**config.mk**
```make
export PLATFORM = sky130hd
export DESIGN_NAME = radix_converter_flat
export DESIGN_NICKNAME = d
export VERILOG_FILES = /design/src/hdl/rc_pkg.sv /design/src/hdl/rc_if.sv /design/src/hdl/radix_converter.sv /design/src/hdl/rc_ram.sv /design/src/hdl/rc_divider.sv /design/src/flat_wrapper.sv
export SDC_FILE = /design/constraint.sdc
export NUM_CORES = 1
export LEC_CHECK = 0
export BUFFER_PORTS_ARGS = -buffer_cell sky130_fd_sc_hd__buf_2
export CAP_MARGIN = 10
export CORE_MARGIN = 2
export CORE_UTILIZATION = 45
export DETAILED_ROUTE_END_ITERATION = 8
export HOLD_SLACK_MARGIN = 0.06
export PLACE_DENSITY = 0.68
export SYNTH_ARGS = -nofsm -noshare
export SYNTH_HDL_FRONTEND = slang
export SYNTH_SLANG_ARGS = --single-unit
```
**constraint.sdc**
```tcl
create_clock -name clk -period 10.95 [get_ports clk]
set_clock_uncertainty 0.15 [all_clocks]
set_input_delay 2.19 -clock clk [delete_from_list [all_inputs] [get_ports clk]]
set_output_delay 2.19 -clock clk [all_outputs]
set_load 0.03 [all_outputs]
```
**src/hdl/rc_pkg.sv**
```systemverilog
package rc_pkg;

  localparam int RADIX_W = 5;
  localparam int CHAR_W  = 8;
  localparam int STAT_W  = 2;

  localparam logic [CHAR_W-1:0] CHAR_0 = 8'h30;  // '0'
  localparam logic [CHAR_W-1:0] CHAR_9 = 8'h39;  // '9'
  localparam logic [CHAR_W-1:0] CHAR_A = 8'h41;  // 'A'
  localparam logic [CHAR_W-1:0] CHAR_P = 8'h50;  // 'P'

  localparam logic [RADIX_W-1:0] RADIX_MIN  = 5'd2;
  localparam logic [RADIX_W-1:0] RADIX_MAX  = 5'd25;
  localparam logic [RADIX_W-1:0] DEC_DIGITS = 5'd10;

  localparam logic [RADIX_W-1:0] RADIX_FROM_RESET = 5'd10;
  localparam logic [RADIX_W-1:0] RADIX_TO_RESET   = 5'd2;

  // configuration register indexes
  localparam logic REG_FROM_BASE = 1'b0;
  localparam logic REG_TO_BASE   = 1'b1;

  localparam logic [STAT_W-1:0] STATUS_OK       = 2'd0;
  localparam logic [STAT_W-1:0] STATUS_BAD      = 2'd1;
  localparam logic [STAT_W-1:0] STATUS_OVERFLOW = 2'd2;

  typedef struct packed {
    logic               ok;
    logic [RADIX_W-1:0] val;
  } digit_t;

  typedef struct packed {
    logic busy;
    logic done;
  } div_stat_t;

  function automatic logic [RADIX_W-1:0] clamp_radix(input logic [RADIX_W-1:0] r);
    if (r < RADIX_MIN) begin
      return RADIX_MIN;
    end else if (r > RADIX_MAX) begin
      return RADIX_MAX;
    end
    return r;
  endfunction

  function automatic digit_t decode_char(input logic [CHAR_W-1:0] c);
    digit_t d;
    d.ok  = 1'b0;
    d.val = '0;
    if (c >= CHAR_0 && c <= CHAR_9) begin
      d.ok  = 1'b1;
      d.val = RADIX_W'(c - CHAR_0);
    end else if (c >= CHAR_A && c <= CHAR_P) begin
      d.ok  = 1'b1;
      d.val = RADIX_W'(c - CHAR_A) + DEC_DIGITS;
    end
    return d;
  endfunction

  function automatic logic [CHAR_W-1:0] encode_digit(input logic [RADIX_W-1:0] d);
    if (d < DEC_DIGITS) begin
      return CHAR_0 + CHAR_W'(d);
    end
    return CHAR_A + CHAR_W'(d - DEC_DIGITS);
  endfunction

endpackage

```
**src/hdl/rc_if.sv**
```systemverilog
interface rc_in_if;
  logic       valid;
  logic       ready;
  logic [7:0] in_char;
  logic       in_last;

  modport source (output valid, output in_char, output in_last, input ready);
  modport sink   (input valid, input in_char, input in_last, output ready);
endinterface

interface rc_out_if;
  logic       valid;
  logic       ready;
  logic [7:0] out_char;
  logic       out_last;
  logic [1:0] status;

  modport source (output valid, output out_char, output out_last, output status,
                  input ready);
  modport sink   (input valid, input out_char, input out_last, input status,
                  output ready);
endinterface

interface rc_cfg_if;
  logic       valid;
  logic       ready;
  logic       index;
  logic [4:0] data;

  modport source (output valid, output index, output data, input ready);
  modport sink   (input valid, input index, input data, output ready);
endinterface

```
**src/hdl/radix_converter.sv**
```systemverilog
// Radix converter.
// in_chan carries one ASCII digit (0-9, A-P) per transfer, most significant
// first, with in_last on the final character. cfg_chan writes from_base
// (index 0) and to_base (index 1); write only while the block is idle.
// out_chan returns the number's digits in to_base, most significant first,
// out_last on the final one; a bad digit or overflow gives a single result
// with status set, out_char 0 and out_last 1.
// On the last character each output digit is found in the shared
// shift-subtract divider (one quotient bit per cycle) and pushed on a stack
// RAM. The digits are then popped: each is read from the stack RAM, then
// written to the output register once that register is free.
// in_chan.ready is low from the last character until its final result is in
// the output register; that register lets the next number's characters be
// taken while the final result still waits. A stalled receiver holds the
// pop sequence. Reset clears the run state, the flags and the output valid,
// and restores from_base to 10 and to_base to 2. cfg_chan is always ready.
module radix_converter #(
  parameter int VALUE_BITS = 31
) (
  input logic   clk,
  input logic   rst_n,
  rc_in_if.sink   in_chan,
  rc_out_if.source out_chan,
  rc_cfg_if.sink  cfg_chan
);
  import rc_pkg::*;

  localparam int PROD_W  = VALUE_BITS + RADIX_W;
  localparam int DEPTH_W = $clog2(VALUE_BITS + 1);
  localparam int ADDR_W  = $clog2(VALUE_BITS);

  typedef enum logic [2:0] {S_IDLE, S_DIV, S_RD, S_EMIT, S_ERR} state_t;

  state_t                state_r, state_nxt;
  logic [VALUE_BITS-1:0] accum_r, accum_nxt;
  logic                  bad_r, bad_nxt;
  logic                  ovf_r, ovf_nxt;
  logic [STAT_W-1:0]     err_status_r, err_status_nxt;
  logic [DEPTH_W-1:0]    depth_r, depth_nxt;
  logic                  out_valid_r, out_valid_nxt;
  logic [CHAR_W-1:0]     out_char_r, out_char_nxt;
  logic                  out_last_r, out_last_nxt;
  logic [STAT_W-1:0]     out_status_r, out_status_nxt;
  logic [RADIX_W-1:0]    from_base_r, from_base_nxt;
  logic [RADIX_W-1:0]    to_base_r, to_base_nxt;

  // Horner step
  logic [RADIX_W-1:0]    fb;
  digit_t                dig;
  logic                  bad_now;
  logic [PROD_W-1:0]     prod;
  logic                  ovf_now;
  logic [VALUE_BITS-1:0] acc_step;
  logic                  bad_step;
  logic                  ovf_step;

  logic                  in_fire;
  logic                  out_free;

  div_stat_t             div_stat;
  logic                  div_start;
  logic [VALUE_BITS-1:0] div_dividend;
  logic [VALUE_BITS-1:0] div_quot;
  logic [RADIX_W-1:0]    div_rem;

  logic                  ram_we;
  logic                  ram_re;
  logic [ADDR_W-1:0]     ram_raddr;
  logic [RADIX_W-1:0]    ram_rdata;

  assign fb      = clamp_radix(from_base_r);
  assign dig     = decode_char(in_chan.in_char);
  assign bad_now = !dig.ok || (dig.val >= fb);
  assign prod    = PROD_W'(accum_r) * PROD_W'(fb) + PROD_W'(dig.val);
  assign ovf_now = prod[PROD_W-1:VALUE_BITS] != '0;

  always_comb begin
    bad_step = bad_r | bad_now;
    ovf_step = ovf_r;
    acc_step = accum_r;
    if (!bad_now && !bad_r && !ovf_r) begin
      if (ovf_now) begin
        ovf_step = 1'b1;
      end else begin
        acc_step = prod[VALUE_BITS-1:0];
      end
    end
  end

  assign in_fire  = in_chan.valid && in_chan.ready;
  assign out_free = !out_valid_r || out_chan.ready;

  always_comb begin
    state_nxt      = state_r;
    accum_nxt      = accum_r;
    bad_nxt        = bad_r;
    ovf_nxt        = ovf_r;
    err_status_nxt = err_status_r;
    depth_nxt      = depth_r;
    out_valid_nxt  = out_valid_r && !out_chan.ready;
    out_char_nxt   = out_char_r;
    out_last_nxt   = out_last_r;
    out_status_nxt = out_status_r;
    from_base_nxt  = from_base_r;
    to_base_nxt    = to_base_r;
    div_start      = 1'b0;
    div_dividend   = accum_r;
    ram_we         = 1'b0;
    ram_re         = 1'b0;
    ram_raddr      = ADDR_W'(depth_r - 1'b1);

    if (cfg_chan.valid) begin
      if (cfg_chan.index == REG_FROM_BASE) begin
        from_base_nxt = cfg_chan.data;
      end else begin
        to_base_nxt = cfg_chan.data;
      end
    end

    case (state_r)
      S_IDLE: begin
        if (in_fire) begin
          if (in_chan.in_last) begin
            // run ends: clear run state; if no error, the divider takes the value
            accum_nxt = '0;
            bad_nxt   = 1'b0;
            ovf_nxt   = 1'b0;
            if (bad_step || ovf_step) begin
              err_status_nxt = bad_step ? STATUS_BAD : STATUS_OVERFLOW;
              state_nxt      = S_ERR;
            end else begin
              div_start    = 1'b1;
              div_dividend = acc_step;
              depth_nxt    = '0;
              state_nxt    = S_DIV;
            end
          end else begin
            accum_nxt = acc_step;
            bad_nxt   = bad_step;
            ovf_nxt   = ovf_step;
          end
        end
      end
      S_DIV: begin
        if (div_stat.done) begin
          ram_we    = 1'b1;
          depth_nxt = depth_r + 1'b1;
          if (div_quot == '0 || depth_r == DEPTH_W'(VALUE_BITS - 1)) begin
            state_nxt = S_RD;
          end else begin
            div_start    = 1'b1;
            div_dividend = div_quot;
          end
        end
      end
      S_RD: begin
        ram_re    = 1'b1;
        state_nxt = S_EMIT;
      end
      S_EMIT: begin
        if (out_free) begin
          out_valid_nxt  = 1'b1;
          out_char_nxt   = encode_digit(ram_rdata);
          out_last_nxt   = depth_r == DEPTH_W'(1);
          out_status_nxt = STATUS_OK;
          depth_nxt      = depth_r - 1'b1;
          state_nxt      = (depth_r == DEPTH_W'(1)) ? S_IDLE : S_RD;
        end
      end
      S_ERR: begin
        if (out_free) begin
          out_valid_nxt  = 1'b1;
          out_char_nxt   = '0;
          out_last_nxt   = 1'b1;
          out_status_nxt = err_status_r;
          state_nxt      = S_IDLE;
        end
      end
      default: begin
        state_nxt = S_IDLE;
      end
    endcase
  end

  always_ff @(posedge clk) begin
    if (!rst_n) begin
      state_r     <= S_IDLE;
      accum_r     <= '0;
      bad_r       <= 1'b0;
      ovf_r       <= 1'b0;
      depth_r     <= '0;
      out_valid_r <= 1'b0;
      from_base_r <= RADIX_FROM_RESET;
      to_base_r   <= RADIX_TO_RESET;
    end else begin
      state_r     <= state_nxt;
      accum_r     <= accum_nxt;
      bad_r       <= bad_nxt;
      ovf_r       <= ovf_nxt;
      depth_r     <= depth_nxt;
      out_valid_r <= out_valid_nxt;
      from_base_r <= from_base_nxt;
      to_base_r   <= to_base_nxt;
    end
    err_status_r <= err_status_nxt;
    out_char_r   <= out_char_nxt;
    out_last_r   <= out_last_nxt;
    out_status_r <= out_status_nxt;
  end

  rc_divider #(
    .VALUE_BITS (VALUE_BITS)
  ) u_divider (
    .clk      (clk),
    .rst_n    (rst_n),
    .start    (div_start),
    .dividend (div_dividend),
    .divisor  (clamp_radix(to_base_r)),
    .stat     (div_stat),
    .quot     (div_quot),
    .rem      (div_rem)
  );

  rc_ram #(
    .WIDTH (RADIX_W),
    .DEPTH (VALUE_BITS)
  ) u_stack (
    .clk   (clk),
    .we    (ram_we),
    .waddr (depth_r[ADDR_W-1:0]),
    .wdata (div_rem),
    .re    (ram_re),
    .raddr (ram_raddr),
    .rdata (ram_rdata)
  );

  assign in_chan.ready     = state_r == S_IDLE;
  assign cfg_chan.ready    = 1'b1;
  assign out_chan.valid    = out_valid_r;
  assign out_chan.out_char = out_char_r;
  assign out_chan.out_last = out_last_r;
  assign out_chan.status   = out_status_r;

  a_ready_not_busy: assert property (@(posedge clk) disable iff (!rst_n)
    in_chan.ready |-> !div_stat.busy && !div_stat.done)
    else $error("input ready while divider is working");

  a_done_in_div: assert property (@(posedge clk) disable iff (!rst_n)
    div_stat.done |-> state_r == S_DIV)
    else $error("divider result arrived outside the divide phase");

  a_depth_bound: assert property (@(posedge clk) disable iff (!rst_n)
    depth_r <= DEPTH_W'(VALUE_BITS))
    else $error("digit stack depth out of range");

  a_error_is_last: assert property (@(posedge clk) disable iff (!rst_n)
    out_chan.valid && out_chan.status != STATUS_OK |->
      out_chan.out_last && out_chan.out_char == '0)
    else $error("error result not marked final");

  a_emit_pops: assert property (@(posedge clk) disable iff (!rst_n)
    state_r == S_EMIT && out_free |=> depth_r == $past(depth_r) - 1'b1)
    else $error("digit emitted without pop");

endmodule

```
**src/hdl/rc_ram.sv**
```systemverilog
module rc_ram #(
  parameter int WIDTH = 5,
  parameter int DEPTH = 31
) (
  input  logic                     clk,
  input  logic                     we,
  input  logic [$clog2(DEPTH)-1:0] waddr,
  input  logic [WIDTH-1:0]         wdata,
  input  logic                     re,
  input  logic [$clog2(DEPTH)-1:0] raddr,
  output logic [WIDTH-1:0]         rdata
);

  logic [WIDTH-1:0] mem [DEPTH];

  always_ff @(posedge clk) begin
    if (we) begin
      mem[waddr] <= wdata;
    end
    if (re) begin
      rdata <= mem[raddr];
    end
  end

endmodule

```
**src/hdl/rc_divider.sv**
```systemverilog
module rc_divider #(
  parameter int VALUE_BITS = 31
) (
  input  logic                         clk,
  input  logic                         rst_n,
  input  logic                         start,
  input  logic [VALUE_BITS-1:0]        dividend,
  input  logic [rc_pkg::RADIX_W-1:0]   divisor,
  output rc_pkg::div_stat_t            stat,
  output logic [VALUE_BITS-1:0]        quot,
  output logic [rc_pkg::RADIX_W-1:0]   rem
);
  import rc_pkg::*;

  localparam int CNT_W = $clog2(VALUE_BITS + 1);

  logic [VALUE_BITS-1:0] quot_r, quot_nxt;
  logic [RADIX_W-1:0]    rem_r, rem_nxt;
  logic [RADIX_W-1:0]    div_r, div_nxt;
  logic [CNT_W-1:0]      cnt_r, cnt_nxt;
  logic                  busy_r, busy_nxt;
  logic                  done_r, done_nxt;

  logic [RADIX_W:0] shifted;
  logic [RADIX_W:0] diff;
  logic             ge;

  // one restoring step: shift in the next dividend bit, subtract if it fits
  assign shifted = {rem_r, quot_r[VALUE_BITS-1]};
  assign diff    = shifted - {1'b0, div_r};
  assign ge      = shifted >= {1'b0, div_r};

  always_comb begin
    quot_nxt = quot_r;
    rem_nxt  = rem_r;
    div_nxt  = div_r;
    cnt_nxt  = cnt_r;
    busy_nxt = busy_r;
    done_nxt = 1'b0;
    if (start && !busy_r) begin
      quot_nxt = dividend;
      rem_nxt  = '0;
      div_nxt  = divisor;
      cnt_nxt  = CNT_W'(VALUE_BITS);
      busy_nxt = 1'b1;
    end else if (busy_r) begin
      quot_nxt = {quot_r[VALUE_BITS-2:0], ge};
      rem_nxt  = ge ? diff[RADIX_W-1:0] : shifted[RADIX_W-1:0];
      cnt_nxt  = cnt_r - 1'b1;
      if (cnt_r == CNT_W'(1)) begin
        busy_nxt = 1'b0;
        done_nxt = 1'b1;
      end
    end
  end

  always_ff @(posedge clk) begin
    if (!rst_n) begin
      busy_r <= 1'b0;
      done_r <= 1'b0;
      cnt_r  <= '0;
    end else begin
      busy_r <= busy_nxt;
      done_r <= done_nxt;
      cnt_r  <= cnt_nxt;
    end
    quot_r <= quot_nxt;
    rem_r  <= rem_nxt;
    div_r  <= div_nxt;
  end

  assign stat.busy = busy_r;
  assign stat.done = done_r;
  assign quot      = quot_r;
  assign rem       = rem_r;

endmodule

```
**src/flat_wrapper.sv**
```systemverilog
// flat-port wrapper written by rule: the top's interface ports become plain ports
module radix_converter_flat import rc_pkg::*;
#(
  parameter int VALUE_BITS = 31
)
  (clk, rst_n, in_chan_valid, in_chan_in_char, in_chan_in_last, in_chan_ready, out_chan_valid, out_chan_out_char, out_chan_out_last, out_chan_status, out_chan_ready, cfg_chan_valid, cfg_chan_index, cfg_chan_data, cfg_chan_ready);
  rc_in_if in_chan_i ();
  rc_out_if out_chan_i ();
  rc_cfg_if cfg_chan_i ();
  input logic clk;
  input logic rst_n;
  input wire logic [$bits(in_chan_i.valid)-1:0] in_chan_valid;
  input wire logic [$bits(in_chan_i.in_char)-1:0] in_chan_in_char;
  input wire logic [$bits(in_chan_i.in_last)-1:0] in_chan_in_last;
  output wire logic [$bits(in_chan_i.ready)-1:0] in_chan_ready;
  output wire logic [$bits(out_chan_i.valid)-1:0] out_chan_valid;
  output wire logic [$bits(out_chan_i.out_char)-1:0] out_chan_out_char;
  output wire logic [$bits(out_chan_i.out_last)-1:0] out_chan_out_last;
  output wire logic [$bits(out_chan_i.status)-1:0] out_chan_status;
  input wire logic [$bits(out_chan_i.ready)-1:0] out_chan_ready;
  input wire logic [$bits(cfg_chan_i.valid)-1:0] cfg_chan_valid;
  input wire logic [$bits(cfg_chan_i.index)-1:0] cfg_chan_index;
  input wire logic [$bits(cfg_chan_i.data)-1:0] cfg_chan_data;
  output wire logic [$bits(cfg_chan_i.ready)-1:0] cfg_chan_ready;
  assign in_chan_i.valid = in_chan_valid;
  assign in_chan_i.in_char = in_chan_in_char;
  assign in_chan_i.in_last = in_chan_in_last;
  assign in_chan_ready = in_chan_i.ready;
  assign out_chan_valid = out_chan_i.valid;
  assign out_chan_out_char = out_chan_i.out_char;
  assign out_chan_out_last = out_chan_i.out_last;
  assign out_chan_status = out_chan_i.status;
  assign out_chan_i.ready = out_chan_ready;
  assign cfg_chan_i.valid = cfg_chan_valid;
  assign cfg_chan_i.index = cfg_chan_index;
  assign cfg_chan_i.data = cfg_chan_data;
  assign cfg_chan_ready = cfg_chan_i.ready;
  radix_converter #(.VALUE_BITS(VALUE_BITS)) u_core (.clk(clk), .rst_n(rst_n), .in_chan(in_chan_i), .out_chan(out_chan_i), .cfg_chan(cfg_chan_i));
endmodule
```
==> flow_summary.yaml <==
worst_setup_path:
  endpoint_kind: "flip-flop"
  cp_slowest_stage_delay_ns: 0.84
  cp.required_ns: 11.04
  worstSetupPathType: "in -> reg"
  critPathMaxFanout: 43
  slowest_stage: "nor2_2"
  startpoint_type: "primary input"
  critPathMostFrequentCell: "ha_1"
  cp.arrival_ns: 8.62
  path_cells: "buf_2, inv_1, ha_1, nor4b_1, o21ai_0, and3_1, a41o_1, a22o_1, fa_1, ha_1, fa_1, ha_1, a211o_1, a221oi_2, nor3_1, o21ai_0, a21oi_1, xnor2_1, nor4_4, buf_4, nor2_2, a21oi_1"
power_and_ir_drop:
  ir_drop_mv: 0.155
  powerDensity_nw_per_um2: 121
  p_leak_nw: 8.00
clocking:
  cts.htree.levels: 1
  hold_buffers: 0
  cts_tree: "built"
  post_cts_buffers: 0
  clockBufferDepth: 3
  cts_sinks: 272
  insertion_delay_ns: 0.54
  cts_root_buf: "clkbuf_16"
  clk_pin_slew_worst_paths_ns: 0.06
  cts_resized: 0
  cts_buffers: 28
routing:
  routed-via-count: 12500
  drt_iter0_markers: 994
  vias_per_cell: 5.70
  drc: 0
  firstDrtPassIters: 5
  routedWlPerCell_um: 18.2
  detail-route-antenna-nets: 0
  totalWireLength_um: 39800
layout:
  diodes: 0
  fill_cells: 3624
  regArea_um2: 7530
  final_util_pct: 49.4
  drive_gt1_share_pct: 10.0
  area_growth_syn_to_layout_pct: 8.48
  multi_input_area_um2: 9410
  fin_nets: 1850
sta:
  setup_viol: 0
  finalMaxSlewViolations: 0
  worst_pin_slew_ns: 1.20
  max_slew_margin_pct: 19.2
  finalCritPeriodShare_pct: 77.9
  timing.setup.tns_ns: 0
  max_freq_mhz: 117
  hold_viol: 0
  period_needed_ns: 8.53
  rsz0062_at_grt: "false"
synthesis:
  synth_cell_types: 78
  netlist_area_um2: 18100
  yosysSeqAreaShare_pct: 41.7
  synth_top_area_cell: "edfxtp_1"
  syn_area_per_cell_um2: 10.9
  yosysWarningCount: 0
  ys_ff_latch: 272
  netlist_top_cells_count: "edfxtp_1, inv_1, nor2_1"
  ys.flop_type: "edfxtp_1"
  yosysMostFrequentCell: "edfxtp_1"
  synth_top_area_share_pct: 34.6
  syn_inst: 1657
  synthTopCellsByArea: "edfxtp_1, fa_1, dfxtp_1, ha_1, mux4_2"
  synth_fp_nets: 1864
  async_flop_share_pct: 0
  synth_edf_count: 208
global_routing:
  grt_pass1_vias: 12400
  grt_max_degree: 54
  gr-usage-met2_pct: 34.0
  groute.usage.overall_pct: 19.4
  grt_overflow: 0
  grt-busiest-layer: "met2"
  antenna_found_initial: 0
  grt_util_met1_pct: 25.9
  grt.met3_usage_pct: 1.72
  grt_pass1_wl_um: 65400
place:
  routabilityCongestion: 0.887
  port-buffer-count: 31
  dp.final_hpwl_um: 29100
die:
  fp.dieW_um: 204
  core_um2: 39600
  die_area_um2: 41700
  row_count: 73
  die_h_um: 204
  io_pins: 34
  start_util_pct: 45.5
hold_path:
  worst_hold_path_type: "reg -> reg"
run:
  cap_violations: 0
status:
  status: "finished clean"
## final timing paths
kind,startpoint,endpoint,slack [ns],cells after the start
max,in_chan_in_char[1],u_core.u_divider.quot[26],2.42,22
min reg2reg,u_core.ovf_r,u_core.ovf_r,0.34,2
min,u_core.ovf_r,u_core.ovf_r,0.34,2
max reg2reg,u_core.from_base_r[3],u_core.accum_r[18],3.67,21
## power breakdown
| part | total [mW] | switching, mW | internal (mW) |
|---|---|---|---|
| sequential | 1.21 | 0.0271 | 1.18 |
| clock | 0.911 | 0.382 | 0.530 |
| combinational | 0.256 | 0.170 | 0.0858 |
| total | 2.38 | 0.579 | 1.80 |
## sequential cells by signal (all words and copies together), names as in the netlist, 7 cells and up
name                      flops
u_core.accum_r               31
u_core.out_chan.out_char      7
u_core.u_divider.quot        31
u_core.u_stack.mem          155
## cell type report
class	instances	share of cell area (%)
Sequential cell	272	38.4
Tap cell	525	3.35
Multi-Input combinational cell	1091	48.1
Inverter	200	3.83
Timing Repair Buffer	50	1.83
Clock buffer	36	3.84
Clock inverter	15	0.639
## placed cells by master, fill, tap and decap left out, drive strengths merged, types with 25 or more instances in the layout
master  count
a21oi      85
a32o       34
and2      105
and3       32
buf        50
clkbuf     36
dfxtp      64
edfxtp    208
fa         93
ha         94
inv       199
mux4       45
nand2      65
nor2      121
nor2b      32
nor3       48
o21ai      54
xnor2      25
## cell families (layout without fill, tap and decap cells)
kind of cell             Yosys count  in the layout  synth area share, %
flip-flops                       272            272                 41.7
adder cells (fa/ha/maj)          187            187                 16.8
multiplexers                      62             62                 6.60
AND/OR/NAND/NOR                  498            498                 14.6
other                              2              2               0.0416
buffers and inverters            294            301                 6.25
XOR/XNOR                          42             42                 2.04
AO/OA/AOI/OAI                    300            300                 11.9
## through the flow
step / cell area [um2] / std cells / hold slack [ns] / setup slack, ns / power (mW)
2_1_floorplan: 18100 / 1657 / 0.290 / 2.77 / 1.38
3_3_place_gp: 18600 / 2135 / 0.314 / 2.05 / 1.46
3_5_place_dp: 18600 / 2135 / 0.325 / 1.95 / 1.47
4_1_cts: 19500 / 2186 / 0.335 / 2.49 / 2.37
5_1_grt: 19600 / 2189 / 0.356 / 1.97 / 2.46
6_report: 19600 / 2189 / 0.336 / 2.42 / 2.38
## worst max-delay path, delay by kind of cell
family / cells / cell delay, ns
buffers and inverters: 3 / 0.50
AOI/OAI and AO/OA: 8 / 1.91
xor gates and xnor gates: 1 / 0.56
adders and majority gates: 5 / 1.82
and+or+nand+nor: 5 / 1.61
## metal layers
layer	share of wire [%]	up-vias
met5	0	-
met4	2.1	0
met3	4.4	67
met2	50	316
met1	44	6213
li1	-	5879
(Power assumes the default switching activity.)
